`src/hdl/marker_xor_frame_command_link_core_macros.svh`:
```
// Assertion macros for the marker framed command link.
// Used by the top level; expects clk and arst_n in scope.
`ifndef MARKER_XOR_FRAME_COMMAND_LINK_CORE_MACROS_SVH
`define MARKER_XOR_FRAME_COMMAND_LINK_CORE_MACROS_SVH

// Same cycle implication, disabled while reset is asserted.
`define MXFCL_ASSERT_NOW(label, ante, cons, msg) \
	label: assert property (@(posedge clk) disable iff (!arst_n) (ante) |-> (cons)) \
		else $error(msg);

// Next cycle implication, disabled while reset is asserted.
`define MXFCL_ASSERT_NEXT(label, ante, cons, msg) \
	label: assert property (@(posedge clk) disable iff (!arst_n) (ante) |=> (cons)) \
		else $error(msg);

`endif

```
`src/hdl/mxfcl_pkg.sv`:
```
// Package for the marker framed command link: codes, phases and reset values.
// No dependencies; used by marker_xor_frame_command_link_core.
package mxfcl_pkg;

	// Item modes on the input channel.
	localparam logic [1:0] MODE_CMD  = 2'd0;
	localparam logic [1:0] MODE_BYTE = 2'd1;
	localparam logic [1:0] MODE_TICK = 2'd2;

	// Result kinds.
	localparam logic [1:0] KIND_TX      = 2'd0;
	localparam logic [1:0] KIND_RESP    = 2'd1;
	localparam logic [1:0] KIND_DATA    = 2'd2;
	localparam logic [1:0] KIND_PAY_ST  = 2'd3;

	// Status codes.
	localparam logic [1:0] ST_OK       = 2'd0;
	localparam logic [1:0] ST_TIMEOUT  = 2'd1;
	localparam logic [1:0] ST_BAD_MARK = 2'd2;
	localparam logic [1:0] ST_BAD_SUM  = 2'd3;

	// Link phases.
	localparam logic [2:0] PH_IDLE         = 3'd0;
	localparam logic [2:0] PH_RESP_WAIT    = 3'd1;
	localparam logic [2:0] PH_RESP_COLLECT = 3'd2;
	localparam logic [2:0] PH_PAY_WAIT     = 3'd3;
	localparam logic [2:0] PH_PAY_DATA     = 3'd4;
	localparam logic [2:0] PH_PAY_XOR      = 3'd5;
	localparam logic [2:0] PH_PAY_TAIL     = 3'd6;

	// Configuration register indexes.
	localparam logic [1:0] REG_FRAME_MARKER = 2'd0;
	localparam logic [1:0] REG_CAPTURE_CMD  = 2'd1;
	localparam logic [1:0] REG_SUCCESS_ACK  = 2'd2;
	localparam logic [1:0] REG_PAY_WAIT     = 2'd3;

	// Register reset values.
	localparam logic [7:0]  RST_FRAME_MARKER = 8'd245;
	localparam logic [7:0]  RST_CAPTURE_CMD  = 8'd36;
	localparam logic [7:0]  RST_SUCCESS_ACK  = 8'd0;
	localparam logic [15:0] RST_PAY_WAIT     = 16'd3000;

	// Frame geometry: eight bytes, position of the last byte.
	localparam logic [2:0] FRAME_LAST_POS = 3'd7;

endpackage

```
`src/hdl/marker_xor_frame_command_link_core.sv`:
```
// Top level of the marker framed, XOR checked serial command link.
// Depends on mxfcl_pkg and marker_xor_frame_command_link_core_macros.svh.

// A command item produces an eight byte transmit frame, one byte per cycle while the
// result side keeps up, while the next item is held off at the input. Received byte
// and tick items each give at most one result. The single result register takes one
// result item per cycle when the last one has gone or is leaving; the input register
// and the result register separate the two sides, so a new item is taken while a
// finished result still waits.
module marker_xor_frame_command_link_core (
	input  logic        clk,
	input  logic        arst_n,
	// Configuration write port.
	input  logic        cfg_we,
	input  logic [1:0]  cfg_index,
	input  logic [15:0] cfg_data,
	// Input channel.
	input  logic        in_valid,
	output logic        in_ready,
	input  logic [1:0]  mode,
	input  logic [7:0]  command_code,
	input  logic [7:0]  param_one,
	input  logic [7:0]  param_two,
	input  logic [7:0]  param_three,
	input  logic [15:0] response_wait_ticks,
	input  logic [7:0]  received_byte,
	// Result channel.
	output logic        out_valid,
	input  logic        out_ready,
	output logic [1:0]  kind,
	output logic [7:0]  out_byte,
	output logic [1:0]  status,
	output logic [7:0]  reply_q1,
	output logic [7:0]  reply_q2,
	output logic [7:0]  reply_q3,
	output logic [15:0] payload_length,
	output logic        last
);

`include "marker_xor_frame_command_link_core_macros.svh"

	// Configuration registers.
	logic [7:0]  frame_marker_q;
	logic [7:0]  capture_command_q;
	logic [7:0]  success_ack_q;
	logic [15:0] payload_wait_ticks_q;

	// Input register.
	logic        valid_s1;
	logic [1:0]  mode_s1;
	logic [7:0]  cmd_s1;
	logic [7:0]  p1_s1;
	logic [7:0]  p2_s1;
	logic [7:0]  p3_s1;
	logic [15:0] ticks_s1;
	logic [7:0]  rx_s1;

	// Link state.
	logic [2:0]  phase_q, phase_d;
	logic [2:0]  byte_index_q, byte_index_d;
	logic [15:0] wait_q, wait_d;
	logic [7:0]  xor_q, xor_d;
	logic [7:0]  q1_q, q1_d, q2_q, q2_d, q3_q, q3_d;
	logic        head_ok_q, head_ok_d;
	logic [15:0] remaining_q, remaining_d;
	logic        capture_q, capture_d;
	logic [2:0]  tx_idx_q, tx_idx_d;

	// Result register.
	logic        out_valid_q;
	logic [1:0]  kind_q;
	logic [7:0]  byte_q;
	logic [1:0]  status_q;
	logic [7:0]  rq1_q, rq2_q, rq3_q;
	logic        last_q;

	// Result formed this cycle.
	logic        res_valid;
	logic [1:0]  res_kind;
	logic [7:0]  res_byte;
	logic [1:0]  res_status;
	logic        res_reply;
	logic        res_last;

	logic        out_free;
	logic        advance;
	logic        consume;
	logic [7:0]  tx_byte;
	logic [1:0]  chk_status;
	logic [15:0] remaining_dec;

	assign out_free = !out_valid_q || out_ready;
	assign advance  = valid_s1 && out_free;
	assign in_ready = !valid_s1 || consume;

	// Configuration writes.
	always_ff @(posedge clk or negedge arst_n) begin
		if (!arst_n) begin
			frame_marker_q       <= mxfcl_pkg::RST_FRAME_MARKER;
			capture_command_q    <= mxfcl_pkg::RST_CAPTURE_CMD;
			success_ack_q        <= mxfcl_pkg::RST_SUCCESS_ACK;
			payload_wait_ticks_q <= mxfcl_pkg::RST_PAY_WAIT;
		end else if (cfg_we) begin
			case (cfg_index)
				mxfcl_pkg::REG_FRAME_MARKER: frame_marker_q <= cfg_data[7:0];
				mxfcl_pkg::REG_CAPTURE_CMD:  capture_command_q <= cfg_data[7:0];
				mxfcl_pkg::REG_SUCCESS_ACK:  success_ack_q <= cfg_data[7:0];
				mxfcl_pkg::REG_PAY_WAIT:     payload_wait_ticks_q <= cfg_data;
				default: ;
			endcase
		end
	end

	// Input register: holds the item until all of its results have been formed.
	always_ff @(posedge clk or negedge arst_n) begin
		if (!arst_n) begin
			valid_s1 <= 1'b0;
		end else if (in_valid && in_ready) begin
			valid_s1 <= 1'b1;
		end else if (consume) begin
			valid_s1 <= 1'b0;
		end
	end

	always_ff @(posedge clk) begin
		if (in_valid && in_ready) begin
			mode_s1  <= mode;
			cmd_s1   <= command_code;
			p1_s1    <= param_one;
			p2_s1    <= param_two;
			p3_s1    <= param_three;
			ticks_s1 <= response_wait_ticks;
			rx_s1    <= received_byte;
		end
	end

	// Byte of the transmit frame at the current position.
	always_comb begin
		case (tx_idx_q)
			3'd0:    tx_byte = frame_marker_q;
			3'd1:    tx_byte = cmd_s1;
			3'd2:    tx_byte = p1_s1;
			3'd3:    tx_byte = p2_s1;
			3'd4:    tx_byte = p3_s1;
			3'd5:    tx_byte = 8'd0;
			3'd6:    tx_byte = cmd_s1 ^ p1_s1 ^ p2_s1 ^ p3_s1;
			default: tx_byte = frame_marker_q;
		endcase
	end

	// Marker and checksum verdict shared by the response and payload ends.
	always_comb begin
		if (!head_ok_q || (rx_s1 != frame_marker_q)) begin
			chk_status = mxfcl_pkg::ST_BAD_MARK;
		end else if (xor_q != 8'd0) begin
			chk_status = mxfcl_pkg::ST_BAD_SUM;
		end else begin
			chk_status = mxfcl_pkg::ST_OK;
		end
	end

	assign remaining_dec = remaining_q - 16'd1;

	// Link control: one item step per cycle while the result register is free, a command steps once per frame byte.
	always_comb begin
		phase_d      = phase_q;
		byte_index_d = byte_index_q;
		wait_d       = wait_q;
		xor_d        = xor_q;
		q1_d         = q1_q;
		q2_d         = q2_q;
		q3_d         = q3_q;
		head_ok_d    = head_ok_q;
		remaining_d  = remaining_q;
		capture_d    = capture_q;
		tx_idx_d     = tx_idx_q;
		res_valid    = 1'b0;
		res_kind     = mxfcl_pkg::KIND_TX;
		res_byte     = 8'd0;
		res_status   = mxfcl_pkg::ST_OK;
		res_reply    = 1'b0;
		res_last     = 1'b0;
		consume      = 1'b0;
		if (advance) begin
			case (mode_s1)
				mxfcl_pkg::MODE_CMD: begin
					res_valid = 1'b1;
					res_kind  = mxfcl_pkg::KIND_TX;
					res_byte  = tx_byte;
					res_last  = (tx_idx_q == mxfcl_pkg::FRAME_LAST_POS);
					if (tx_idx_q == mxfcl_pkg::FRAME_LAST_POS) begin
						consume      = 1'b1;
						tx_idx_d     = 3'd0;
						capture_d    = (cmd_s1 == capture_command_q);
						wait_d       = ticks_s1;
						phase_d      = mxfcl_pkg::PH_RESP_WAIT;
						byte_index_d = 3'd0;
						xor_d        = 8'd0;
						head_ok_d    = 1'b0;
						remaining_d  = 16'd0;
					end else begin
						tx_idx_d = tx_idx_q + 3'd1;
					end
				end
				mxfcl_pkg::MODE_TICK: begin
					consume = 1'b1;
					if ((phase_q == mxfcl_pkg::PH_RESP_WAIT) ||
					    (phase_q == mxfcl_pkg::PH_PAY_WAIT)) begin
						if (wait_q <= 16'd1) begin
							wait_d     = 16'd0;
							res_valid  = 1'b1;
							res_status = mxfcl_pkg::ST_TIMEOUT;
							if (phase_q == mxfcl_pkg::PH_RESP_WAIT) begin
								res_kind = mxfcl_pkg::KIND_RESP;
							end else begin
								res_kind  = mxfcl_pkg::KIND_PAY_ST;
								res_reply = 1'b1;
							end
							phase_d   = mxfcl_pkg::PH_IDLE;
							capture_d = 1'b0;
						end else begin
							wait_d = wait_q - 16'd1;
						end
					end
				end
				mxfcl_pkg::MODE_BYTE: begin
					consume = 1'b1;
					case (phase_q)
						mxfcl_pkg::PH_RESP_WAIT: begin
							head_ok_d    = (rx_s1 == frame_marker_q);
							xor_d        = 8'd0;
							byte_index_d = 3'd1;
							phase_d      = mxfcl_pkg::PH_RESP_COLLECT;
						end
						mxfcl_pkg::PH_RESP_COLLECT: begin
							if (byte_index_q != mxfcl_pkg::FRAME_LAST_POS) begin
								// Positions one to six feed the checksum.
								xor_d        = xor_q ^ rx_s1;
								byte_index_d = byte_index_q + 3'd1;
								if (byte_index_q == 3'd2) q1_d = rx_s1;
								if (byte_index_q == 3'd3) q2_d = rx_s1;
								if (byte_index_q == 3'd4) q3_d = rx_s1;
							end else begin
								byte_index_d = 3'd0;
								res_valid    = 1'b1;
								res_kind     = mxfcl_pkg::KIND_RESP;
								res_status   = chk_status;
								res_reply    = 1'b1;
								if ((chk_status == mxfcl_pkg::ST_OK) && capture_q &&
								    (q3_q == success_ack_q)) begin
									phase_d = mxfcl_pkg::PH_PAY_WAIT;
									wait_d  = payload_wait_ticks_q;
								end else begin
									phase_d   = mxfcl_pkg::PH_IDLE;
									capture_d = 1'b0;
								end
							end
						end
						mxfcl_pkg::PH_PAY_WAIT: begin
							head_ok_d   = (rx_s1 == frame_marker_q);
							xor_d       = 8'd0;
							remaining_d = {q1_q, q2_q};
							if ({q1_q, q2_q} != 16'd0) begin
								phase_d = mxfcl_pkg::PH_PAY_DATA;
							end else begin
								phase_d = mxfcl_pkg::PH_PAY_XOR;
							end
						end
						mxfcl_pkg::PH_PAY_DATA: begin
							xor_d       = xor_q ^ rx_s1;
							remaining_d = remaining_dec;
							res_valid   = 1'b1;
							res_kind    = mxfcl_pkg::KIND_DATA;
							res_byte    = rx_s1;
							res_last    = (remaining_dec == 16'd0);
							if (remaining_dec == 16'd0) begin
								phase_d = mxfcl_pkg::PH_PAY_XOR;
							end
						end
						mxfcl_pkg::PH_PAY_XOR: begin
							xor_d   = xor_q ^ rx_s1;
							phase_d = mxfcl_pkg::PH_PAY_TAIL;
						end
						mxfcl_pkg::PH_PAY_TAIL: begin
							res_valid  = 1'b1;
							res_kind   = mxfcl_pkg::KIND_PAY_ST;
							res_status = chk_status;
							res_reply  = 1'b1;
							phase_d    = mxfcl_pkg::PH_IDLE;
							capture_d  = 1'b0;
						end
						default: ;
					endcase
				end
				default: begin
					consume = 1'b1;
				end
			endcase
		end
	end

	// Link state registers.
	always_ff @(posedge clk or negedge arst_n) begin
		if (!arst_n) begin
			phase_q      <= mxfcl_pkg::PH_IDLE;
			byte_index_q <= 3'd0;
			wait_q       <= 16'd0;
			xor_q        <= 8'd0;
			q1_q         <= 8'd0;
			q2_q         <= 8'd0;
			q3_q         <= 8'd0;
			head_ok_q    <= 1'b0;
			remaining_q  <= 16'd0;
			capture_q    <= 1'b0;
			tx_idx_q     <= 3'd0;
		end else begin
			phase_q      <= phase_d;
			byte_index_q <= byte_index_d;
			wait_q       <= wait_d;
			xor_q        <= xor_d;
			q1_q         <= q1_d;
			q2_q         <= q2_d;
			q3_q         <= q3_d;
			head_ok_q    <= head_ok_d;
			remaining_q  <= remaining_d;
			capture_q    <= capture_d;
			tx_idx_q     <= tx_idx_d;
		end
	end

	// Result register: loaded whenever the previous result has gone or is leaving.
	always_ff @(posedge clk or negedge arst_n) begin
		if (!arst_n) begin
			out_valid_q <= 1'b0;
		end else if (out_free) begin
			out_valid_q <= res_valid;
		end
	end

	always_ff @(posedge clk) begin
		if (out_free && res_valid) begin
			kind_q   <= res_kind;
			byte_q   <= res_byte;
			status_q <= res_status;
			rq1_q    <= res_reply ? q1_q : 8'd0;
			rq2_q    <= res_reply ? q2_q : 8'd0;
			rq3_q    <= res_reply ? q3_q : 8'd0;
			last_q   <= res_last;
		end
	end

	assign out_valid      = out_valid_q;
	assign kind           = kind_q;
	assign out_byte       = byte_q;
	assign status         = status_q;
	assign reply_q1       = rq1_q;
	assign reply_q2       = rq2_q;
	assign reply_q3       = rq3_q;
	assign payload_length = {rq1_q, rq2_q};
	assign last           = last_q;

	// A frame in progress always belongs to a held command item.
	`MXFCL_ASSERT_NOW(a_tx_owner, tx_idx_q != 3'd0, valid_s1 && (mode_s1 == mxfcl_pkg::MODE_CMD), "frame position without a command item")
	// While collecting a response, the start byte has always been counted.
	`MXFCL_ASSERT_NOW(a_collect_idx, phase_q == mxfcl_pkg::PH_RESP_COLLECT, byte_index_q != 3'd0, "response collection at position zero")
	// The last flag is only carried by transmit and payload data results.
	`MXFCL_ASSERT_NOW(a_last_kind, out_valid_q && last_q, (kind_q == mxfcl_pkg::KIND_TX) || (kind_q == mxfcl_pkg::KIND_DATA), "last flag on a status item")
	// Emitting the final frame byte leaves the link waiting for a response.
	`MXFCL_ASSERT_NEXT(a_frame_end, advance && (mode_s1 == mxfcl_pkg::MODE_CMD) && (tx_idx_q == mxfcl_pkg::FRAME_LAST_POS), (phase_q == mxfcl_pkg::PH_RESP_WAIT) && (tx_idx_q == 3'd0), "frame end did not start the response wait")

endmodule
```
`config.mk`:
```
export PLATFORM = sky130hd
export DESIGN_NAME = marker_xor_frame_command_link_core
export DESIGN_NICKNAME = d
export VERILOG_FILES = /design/src/hdl/mxfcl_pkg.sv /design/src/hdl/marker_xor_frame_command_link_core.sv
export VERILOG_INCLUDE_DIRS = /design/src /design/src/hdl
export SDC_FILE = /design/constraint.sdc
export NUM_CORES = 1
export LEC_CHECK = 0
export BUFFER_PORTS_ARGS = -buffer_cell sky130_fd_sc_hd__buf_2
export CELL_PAD_IN_SITES_DETAIL_PLACEMENT = 1
export CELL_PAD_IN_SITES_GLOBAL_PLACEMENT = 2
export CORE_ASPECT_RATIO = 1.4
export CORE_MARGIN = 2
export CORE_UTILIZATION = 39
export CTS_CLUSTER_SIZE = 28
export DETAILED_ROUTE_END_ITERATION = 16
export GPL_TIMING_DRIVEN = 0
export PLACE_DENSITY = 0.85
export SETUP_SLACK_MARGIN = 0.5
export SLEW_MARGIN = 30
export SYNTH_ARGS = -nofsm -noshare
export SYNTH_HDL_FRONTEND = slang
export SYNTH_SLANG_ARGS = --single-unit
```
`constraint.sdc`:
```
create_clock -name clk -period 5.99 [get_ports clk]
set_input_delay 1.797 -clock clk [delete_from_list [all_inputs] [get_ports clk]]
set_output_delay 1.797 -clock clk [all_outputs]
set_load 0.05 [all_outputs]
```
Word-level counts from Yosys, hierarchy flattened --
Index checks and enable logic that the tools add are counted.
Word-level totals: bits in registers 212, input port bits 81, logic and storage cells 194
Cells by class: $add $sub $neg 4, $lt $le $gt $ge 1, equal/unequal tests 42, mux-type cells 73, bitwise operators 4, reductions and logical operators 39
Operator list (number):
- 16-bit 2-to-1 mux | 7
- 16-bit case mux with 2 select lines | 2
- 16-bit case mux with 3 select lines | 1
- 8-bit case mux with 6 select lines | 1
- 8-bit case mux with 2 select lines | 2
- 16-bit by 1-bit subtractor with 16-bit output (second input constant) | 2
- 8-bit bitwise XOR | 4
- 1-bit 2-to-1 mux | 25
- 3-bit == test (second input constant) | 8
- 8-bit == test | 3
- 3-bit 2-to-1 mux | 8
- 8-bit 2-to-1 mux | 3
- 8-bit case mux with 3 select lines | 1
- 5-bit AND reduction | 4
- 3-bit by 2-bit == test with 1-bit output (second input constant) | 6
- 3-bit != test (second input constant) | 6
- 3-bit case mux with 6 select lines | 1
- 16-bit by 1-bit <= comparator with 1-bit output (second input constant) | 1
- 16-bit logical NOT | 1
- 8-bit AND reduction | 2
- 16-bit nonzero test | 1
- 2-bit 2-to-1 mux | 7
- 2-bit != test (second input constant) | 6
- 1-bit case mux with 2 select lines | 6
- other kinds (26) | 55

Depth between registers and ports, before layout --
Gate-level depths: netlist of run 1.
depth after elaboration 10, mapped depth 10

Worst setup path after synthesis of run 1 --
No wires, ideal clock.
path kind input port to flip-flop, from in out_ready, to reg kind_q[0] (netlist: kind[0]) (enable), library setup time 490 ps, data arrival time 4896 ps, data required time 5500 ps, slack 604 ps, stages 3, buffers on the path 0, cell sequence nand2b_1 -> nand2_1 -> a211oi_1
Between the ends: longest elaborated chain between the ends 4
RTL lines:
- from (decl) | line marker_xor_frame_command_link_core.sv:29 | input logic out_ready,
- 1-bit logical OR * | line marker_xor_frame_command_link_core.sv:92 | assign out_free = !out_valid_q || out_ready;
- 1-bit logical AND | line marker_xor_frame_command_link_core.sv:93 | assign advance = valid_s1 && out_free;
- 1-bit 2-to-1 mux | line marker_xor_frame_command_link_core.sv:184 | if (advance) begin
- 1-bit logical AND * | line marker_xor_frame_command_link_core.sv:341 | if (out_free && res_valid) begin
- to (signal assigned) | line marker_xor_frame_command_link_core.sv:342 | kind_q <= res_kind;
- to (decl) | line marker_xor_frame_command_link_core.sv:71 | logic [1:0] kind_q;
Mark *: on every way between the ends. The rest lies on a longest branch, timed or not. A chain may end at the register's enable or synchronous reset.

Worst setup path after layout of run 1 --
from in out_ready, to out in_ready
Between the ends: longest elaborated chain between the ends 4
RTL lines:
- 1-bit logical OR | line marker_xor_frame_command_link_core.sv:92
- 1-bit logical AND | line marker_xor_frame_command_link_core.sv:93
- 1-bit 2-to-1 mux | line marker_xor_frame_command_link_core.sv:184
- 1-bit logical OR | line marker_xor_frame_command_link_core.sv:94 | assign in_ready = !valid_s1 || consume;
- to (decl) | line marker_xor_frame_command_link_core.sv:19 | output logic in_ready,
No other way between the ends.

==> results of run 1 <==
## flip-flops by register name, summed over array words and instances, names as in the netlist, 16 cells and up
name                  count
payload_wait_ticks_q     16
remaining_q              16
ticks_s1                 16
wait_q                   16
## kinds of logic (layout without fill, tap and decap cells)
group,after synthesis,in the layout
xor+xnor,59,59
buf+inv,78,259
simple gates,244,244
fa+ha+maj,19,19
mux,70,70
compound gates,194,194
flops,212,212
## worst max-delay path, delay by kind of cell
kind,cells,cell delay (ns)
AO/OA/AOI/OAI,1,0.51
AND/OR/NAND/NOR,2,0.49
buffers and inverters,2,0.45
## synthesized netlist by cell type (11+ instances only)
| master | instances | area (µm²) |
|---|---|---|
| sky130_fd_sc_hd__edfxtp_1 | 95 | 2850 |
| sky130_fd_sc_hd__inv_1 | 21 | 78.8 |
| sky130_fd_sc_hd__dfrtp_1 | 102 | 2550 |
| sky130_fd_sc_hd__nand2_1 | 52 | 195 |
| sky130_fd_sc_hd__buf_4 | 16 | 120 |
| sky130_fd_sc_hd__nor2_1 | 52 | 195 |
| sky130_fd_sc_hd__xor2_1 | 19 | 166 |
| sky130_fd_sc_hd__nand3_1 | 11 | 55.1 |
| sky130_fd_sc_hd__mux2_2 | 68 | 766 |
| sky130_fd_sc_hd__nor3_1 | 24 | 120 |
| sky130_fd_sc_hd__o31ai_1 | 12 | 90.1 |
| sky130_fd_sc_hd__clkbuf_1 | 37 | 139 |
| sky130_fd_sc_hd__dfstp_2 | 15 | 394 |
| sky130_fd_sc_hd__o21ai_0 | 66 | 330 |
| sky130_fd_sc_hd__and2_1 | 26 | 163 |
| sky130_fd_sc_hd__a31oi_1 | 15 | 93.8 |
| sky130_fd_sc_hd__xnor2_1 | 40 | 350 |
| sky130_fd_sc_hd__a21oi_1 | 37 | 185 |
| sky130_fd_sc_hd__ha_1 | 19 | 238 |
| sky130_fd_sc_hd__nor4_1 | 16 | 100 |
## worst max path at each step
stage | endpoint
after global placement | reply_q1[4]
after CTS | in_ready
after floorplan | kind[0]
after detailed placement | in_ready
after global routing | in_ready
final | in_ready
## area by class of cell
class	instances	area, µm²	share of cell area
sequential	212	5800	0.477
inverter	21	78.8	0.00649
timing repair buffer	141	772	0.0636
tap	324	405	0.0334
clock buffer	26	596	0.0490
buffer	57	289	0.0238
clock inverter	14	92.6	0.00762
multi-input combinational	586	4110	0.339
## routing by layer
metal	routed length, µm	GRT usage	vias to the layer above	share of wire
met5	0	0	-	0
met4	951	0.0774	0	0.034
met3	977	0.0220	54	0.034
met2	14700	0.375	210	0.52
met1	11800	0.254	3791	0.42
li1	-	-	3543	-
## cell usage in the layout (no fill, tap or decap), drive strengths merged, types with 12 or more instances in the layout
master  Yosys  final
clkbuf     37     63
xnor2      40     40
xor2       19     19
a31oi      15     15
and2       26     26
edfxtp     95     95
nor4       16     16
dfstp      15     15
ha         19     19
buf        20    161
dfrtp     102    102
nand2      52     52
mux2       68     68
o21ai      68     68
a21oi      38     38
nor2       52     52
inv        21     21
o31ai      12     12
nor3       24     24
## report_power, final
| part | total [mW] | internal, mW | switching [mW] |
|---|---|---|---|
| registers | 1.98 | 1.77 | 0.214 |
| clock network | 1.30 | 0.716 | 0.588 |
| logic | 1.18 | 0.467 | 0.717 |
| total | 4.47 | 2.95 | 1.52 |
==> results.cfg, run 1 <==
[floorplan]
die_x_um = 141
core_region_area_um2 = 26000
num_io_pins = 136
die_area_um2 = 27600
die_h_um = 196
placementRows = 70
initial_utilization = 0.394

[logic_synthesis]
synthesized_flop_and_latch_total = 212
synth-seq-area-share = 0.566
synth.mux.area_fraction = 0.0766
netlist_instances = 876
mappedNetlistArea_um2 = 10300
avgSynthCellArea_um2 = 11.7
number_of_enable_flip_flop_cells_after_synthesis = 95
syn-num-nets = 976
ys_warn_count = 0
ys_async_sr_fraction = 0.552
synth-compound-area-share = 0.122
yosys.area_share.xor_xnor = 0.0504
synthSimpleGateAreaFrac = 0.126
most_used_dff_post_synth = sky130_fd_sc_hd__dfrtp_1
synth_top_family_by_area = simple AND/OR/NAND/NOR gates
share_of_synthesized_cell_area_in_full_adder_half_adder_and_majority_cells = 0.0232
netlist-cell-type-count = 63

[finish]
layout-drive-gt1-share = 0.281
fin_area_um2 = 12100
count_of_filler_cells_inserted_in_the_layout = 2798
postLayoutCoreUtil = 0.467
post_layout_nonfiller_instances = 1381
finish.net_count = 1141
count_of_inserted_antenna_diode_cells = 0
areaGrowthSynthToFinish_pct = 18.4

[timing]
slew-limit-headroom = 0.344
final.setup.tns_ns = 0
timing_max_transition_violations_final = 0
post-route-period-util = 0.843
fin_worst_hold_slack_ns = 0.502
worst_slack_ns = 0.938
grt_setup_unrepaired = false
finalCriticalPeriod_ns = 5.05
number_of_setup_violations_in_the_final_report = 0
max_clock_freq_ghz = 0.198
worst-slew-pin-transition_ns = 0.984
hold_violations = 0
finalClockSkew_ns = 0.0118

[detailed_routing]
drt_drc_violations_left = 0
drt_first_iter_violations = 392
count_of_nets_left_with_antenna_violations_after_detail_routing = 0
dr_total_vias = 7598
routed_via_density = 5.50
drt_pre_antenna_iters = 6
wl_mm = 28.4
avgRoutedWirePerCell_um = 20.6

[worst_setup_path]
crit_path_max_fanout = 5
worst_setup_path_startpoint = out_ready
worst-setup-path-type = in -> out
cp_data_required_time_ns = 4.19
setup.worst_path.start_class = input port
ff2ff_setup_slack_ns = 2.47
r2r_start = xor_q[4]
worst_r2r_path_depth = 8
critical-path-top-cell-by-count = sky130_fd_sc_hd__buf_2
worst_setup_end_kind = primary output
worstReg2RegEnd = wait_q[10]
crit_arrival_ns = 3.25
critPathMaxStageDelay_ns = 0.51
slowest_stage = sky130_fd_sc_hd__o21ai_0
cp_cell_sequence = buf_2 -> nand2b_1 -> nand2_1 -> o21ai_0 -> buf_2

[power_and_ir_drop]
total_leakage_power_nw = 4.92
worst_ir_drop_on_vdd_v = 0.000281
pwr_density_cell_nw_per_um2 = 368
fin_total_pwr_mw = 4.47

[placement]
io_buffer_count = 135
detailed_place.area_um2 = 11500
numPlacedInstances = 1341
detailed_place_hpwl_mm = 21.3
final_replace_weighted_congestion = 0.873
placement.setup.worst_slack_ns = 1.02

[global_routing]
pin_count_of_the_biggest_net_entering_global_routing = 78
global_route_wire_length_before_repair_mm = 45.0
first_global_vias = 8066
globalRouteTotalUtil = 0.207
globalRouteOverflowTotal = 0
antenna_found_initial = 0

[run]
cap_viol_max_count = 0

[min_path]
min_to = out_valid
timing.hold.worst.start = out_valid
hold_depth = 1
hold_class = reg -> reg

[clock_network]
clock_input_transition_at_the_sequential_cells_of_the_worst_setup_and_hold_paths_ns = 0.06
clock-root-buffer = sky130_fd_sc_hd__clkbuf_16
clock_path_buffers = 3
worstSkewPairLatency_ns = 0.52
cts_num_sinks = 212
cts_resized = 0
cts_tree = yes
h-tree-depth = 1
numCtsBuffers = 22
holdBufCountCts = 0
cts.repair_timing.setup_buffer_count = 0

[status]
outcome = complete, no violations
No activity file was read; power rests on OpenSTA's default activity.
==> run 2: changes to the inputs <==
--- a/config.mk
+++ b/config.mk
@@ -6,12 +6,13 @@
 export SDC_FILE = /design/constraint.sdc
 export NUM_CORES = 1
 export LEC_CHECK = 0
+export ABC_AREA = 1
 export BUFFER_PORTS_ARGS = -buffer_cell sky130_fd_sc_hd__buf_2
 export CELL_PAD_IN_SITES_DETAIL_PLACEMENT = 1
 export CELL_PAD_IN_SITES_GLOBAL_PLACEMENT = 2
 export CORE_ASPECT_RATIO = 1.4
 export CORE_MARGIN = 2
-export CORE_UTILIZATION = 39
+export CORE_UTILIZATION = 36
 export CTS_CLUSTER_SIZE = 28
 export DETAILED_ROUTE_END_ITERATION = 16
 export GPL_TIMING_DRIVEN = 0
==> constraint.sdc (replaced) <==
create_clock -name clk -period 4.7 [get_ports clk]
set_input_delay 1.41 -clock clk [delete_from_list [all_inputs] [get_ports clk]]
set_output_delay 1.41 -clock clk [all_outputs]
set_load 0.05 [all_outputs]
==> results.cfg, run 2 <==
[detailed_routing]
routed_via_density = 4.93
count_of_nets_left_with_antenna_violations_after_detail_routing = 0
drt_first_iter_violations = 228
dr_total_vias = 8448
wl_mm = 29.7
drt_pre_antenna_iters = 4
drt_drc_violations_left = 0
avgRoutedWirePerCell_um = 17.3

[worst_setup_path]
critical-path-top-cell-by-count = sky130_fd_sc_hd__nand2_1
cp_cell_sequence = buf_2 -> inv_1 -> nand2_1 -> nand2_1 -> nor2_2 -> inv_1 -> nand2_1 -> buf_2
setup.worst_path.start_class = input port
critPathMaxStageDelay_ns = 0.34
crit_arrival_ns = 2.68
crit_path_max_fanout = 7
worst-setup-path-type = in -> out
slowest_stage = sky130_fd_sc_hd__nor2_2
cp_data_required_time_ns = 3.29
worst_setup_end_kind = primary output

[finish]
postLayoutCoreUtil = 0.437
post_layout_nonfiller_instances = 1715
final_common_cell = sky130_fd_sc_hd__nand2_1
areaGrowthSynthToFinish_pct = 19.2
count_of_inserted_antenna_diode_cells = 0
finish.net_count = 1418
layout-drive-gt1-share = 0.225
count_of_filler_cells_inserted_in_the_layout = 3434
layout.cells.most_common_list = 243 x sky130_fd_sc_hd__nand2_1, 138 x sky130_fd_sc_hd__buf_2, 123 x sky130_fd_sc_hd__inv_1

[logic_synthesis]
netlist-cell-type-count = 48
ys_warn_count = 0
netlist_top_cells_area = sky130_fd_sc_hd__edfxtp_1 27%, sky130_fd_sc_hd__dfrtp_1 24%, sky130_fd_sc_hd__nand2_1 8.5%
synth_commonest_cells = 243 x sky130_fd_sc_hd__nand2_1, 123 x sky130_fd_sc_hd__inv_1, 120 x sky130_fd_sc_hd__o21ai_0
mappedNetlistArea_um2 = 10700
yosysTopAreaCell = sky130_fd_sc_hd__edfxtp_1
ys_async_sr_fraction = 0.552
synthesized_flop_and_latch_total = 212
synth-seq-area-share = 0.542
yosysMostFrequentCell = sky130_fd_sc_hd__nand2_1
netlist_instances = 1153
avgSynthCellArea_um2 = 9.27
yosys.area.top_type_share = 0.267
most_used_dff_post_synth = sky130_fd_sc_hd__dfrtp_1
number_of_enable_flip_flop_cells_after_synthesis = 95
syn-num-nets = 1253

[clock_network]
h-tree-depth = 1
cts_resized = 1
clock_input_transition_at_the_sequential_cells_of_the_worst_setup_and_hold_paths_ns = 0.06
clock-root-buffer = sky130_fd_sc_hd__clkbuf_16
holdBufCountCts = 0
cts_tree = yes
numCtsBuffers = 23
cts_num_sinks = 212
worstSkewPairLatency_ns = 0.53
cts.repair_timing.setup_buffer_count = 0
clock_path_buffers = 3

[placement]
detailed_place_hpwl_mm = 22.9
numPlacedInstances = 1673
io_buffer_count = 135
final_replace_weighted_congestion = 0.815

[timing]
final.setup.tns_ns = 0
worst-slew-pin-transition_ns = 0.841
finalClockSkew_ns = 0.0203
max_clock_freq_ghz = 0.245
slew-limit-headroom = 0.437
timing_max_transition_violations_final = 0
number_of_setup_violations_in_the_final_report = 0
finalCriticalPeriod_ns = 4.09
hold_violations = 0
grt_setup_unrepaired = false
post-route-period-util = 0.870

[floorplan]
initial_utilization = 0.367
die_x_um = 150
core_region_area_um2 = 29200
num_io_pins = 136
placementRows = 74
die_h_um = 208
die_area_um2 = 31100

[global_routing]
pin_count_of_the_biggest_net_entering_global_routing = 65
first_global_vias = 8932
globalRouteTotalUtil = 0.196
globalRouteOverflowTotal = 0
antenna_found_initial = 0
global_route_wire_length_before_repair_mm = 47.8

[power_and_ir_drop]
switchingPower_mw = 2.09
worst_ir_drop_on_vdd_v = 0.000305
power_frac_seq = 0.414
power.internal_mw = 3.87
total_leakage_power_nw = 5.63
power_frac_clock = 0.305
pwr_density_cell_nw_per_um2 = 467
switching_share = 0.351
power.combinational.fraction = 0.281

[run]
cap_viol_max_count = 0

[status]
outcome = complete, no violations

[min_path]
hold_class = reg -> reg
run 2: cell types whose count changed after synthesis, moves of 12 or more:
cell,before,now
sky130_fd_sc_hd__nor2_4,0,18
sky130_fd_sc_hd__nand3_1,11,54
sky130_fd_sc_hd__inv_2,0,12
sky130_fd_sc_hd__mux2_2,68,2
sky130_fd_sc_hd__nor4_1,16,0
sky130_fd_sc_hd__inv_1,21,123
sky130_fd_sc_hd__nor2_2,0,19
sky130_fd_sc_hd__and2_1,26,0
sky130_fd_sc_hd__a31oi_1,15,2
sky130_fd_sc_hd__nor2_1,52,101
sky130_fd_sc_hd__nand2_1,52,243
sky130_fd_sc_hd__clkbuf_1,37,16
sky130_fd_sc_hd__o21ai_0,66,120
run 2: through the flow:
stage          setup slack [ns]  hold slack [ns]  instance area (µm²)  power [mW]
2_1_floorplan             0.684            0.446                10700        3.65
3_3_place_gp             -0.642            0.466                11800        4.10
3_5_place_dp              0.398            0.470                12000        4.18
4_1_cts                   0.575            0.479                12700        6.03
5_1_grt                   0.537            0.500                12700        6.32
6_report                  0.611            0.474                12700        5.95
run 2: cell families (layout without fill, tap and decap cells):
kind of cell,after synthesis,in the layout,synth area share
adder cells (fa/ha/maj),19,19,0.0222
multiplexers,4,4,0.00398
flip-flops,212,212,0.542
AND/OR/NAND/NOR,493,493,0.212
AO/OA/AOI/OAI,201,201,0.106
buffers and inverters,179,361,0.0757
XOR/XNOR,45,45,0.0369
run 2: power groups by stage:
stage	clock, mW	combinational, mW	sequential [mW]
2_1_floorplan	0	1.13	2.52
6_report	1.82	1.67	2.47
3_3_place_gp	0	1.60	2.50
4_1_cts	1.86	1.69	2.47
3_5_place_dp	0	1.68	2.50
5_1_grt	1.93	1.89	2.50
run 2: path summary, 6_finish.rpt:
kind	start	to	slack [ns]	depth (start not counted)
worst max-delay path	out_ready	in_ready	0.61	8
worst min-delay path	payload_wait_ticks_q[9]	payload_wait_ticks_q[9]	0.47	2
worst max register to register	tx_idx_q[0]	out_byte[2]	2.14	7
worst min register to register	payload_wait_ticks_q[9]	payload_wait_ticks_q[9]	0.47	2
max in group asynchronous	arst_n	payload_wait_ticks_q[9]	3.13	2
min in group asynchronous	arst_n	xor_q[6]	0.79	1
run 2: final cells by class:
class | count | area, µm² | share of cell area
multi-input combinational | 762 | 4100 | 0.322
tap | 380 | 475 | 0.0373
inverter | 138 | 531 | 0.0416
buffer | 41 | 279 | 0.0219
timing repair buffer | 140 | 811 | 0.0636
clock buffer | 28 | 624 | 0.0490
sequential | 212 | 5800 | 0.455
clock inverter | 14 | 125 | 0.00981
run 2: layer usage:
layer / GRT usage / routed length [µm]
met1: 0.234 / 12000
met2: 0.356 / 15500
met3: 0.0250 / 1220
met4: 0.0703 / 1050
met5: 0 / 0
run 2: worst max-delay path: cells and delay by family:
kind | cells | cell delay [ns]
buffers and inverters | 4 | 0.51
AND/OR/NAND/NOR | 4 | 0.74
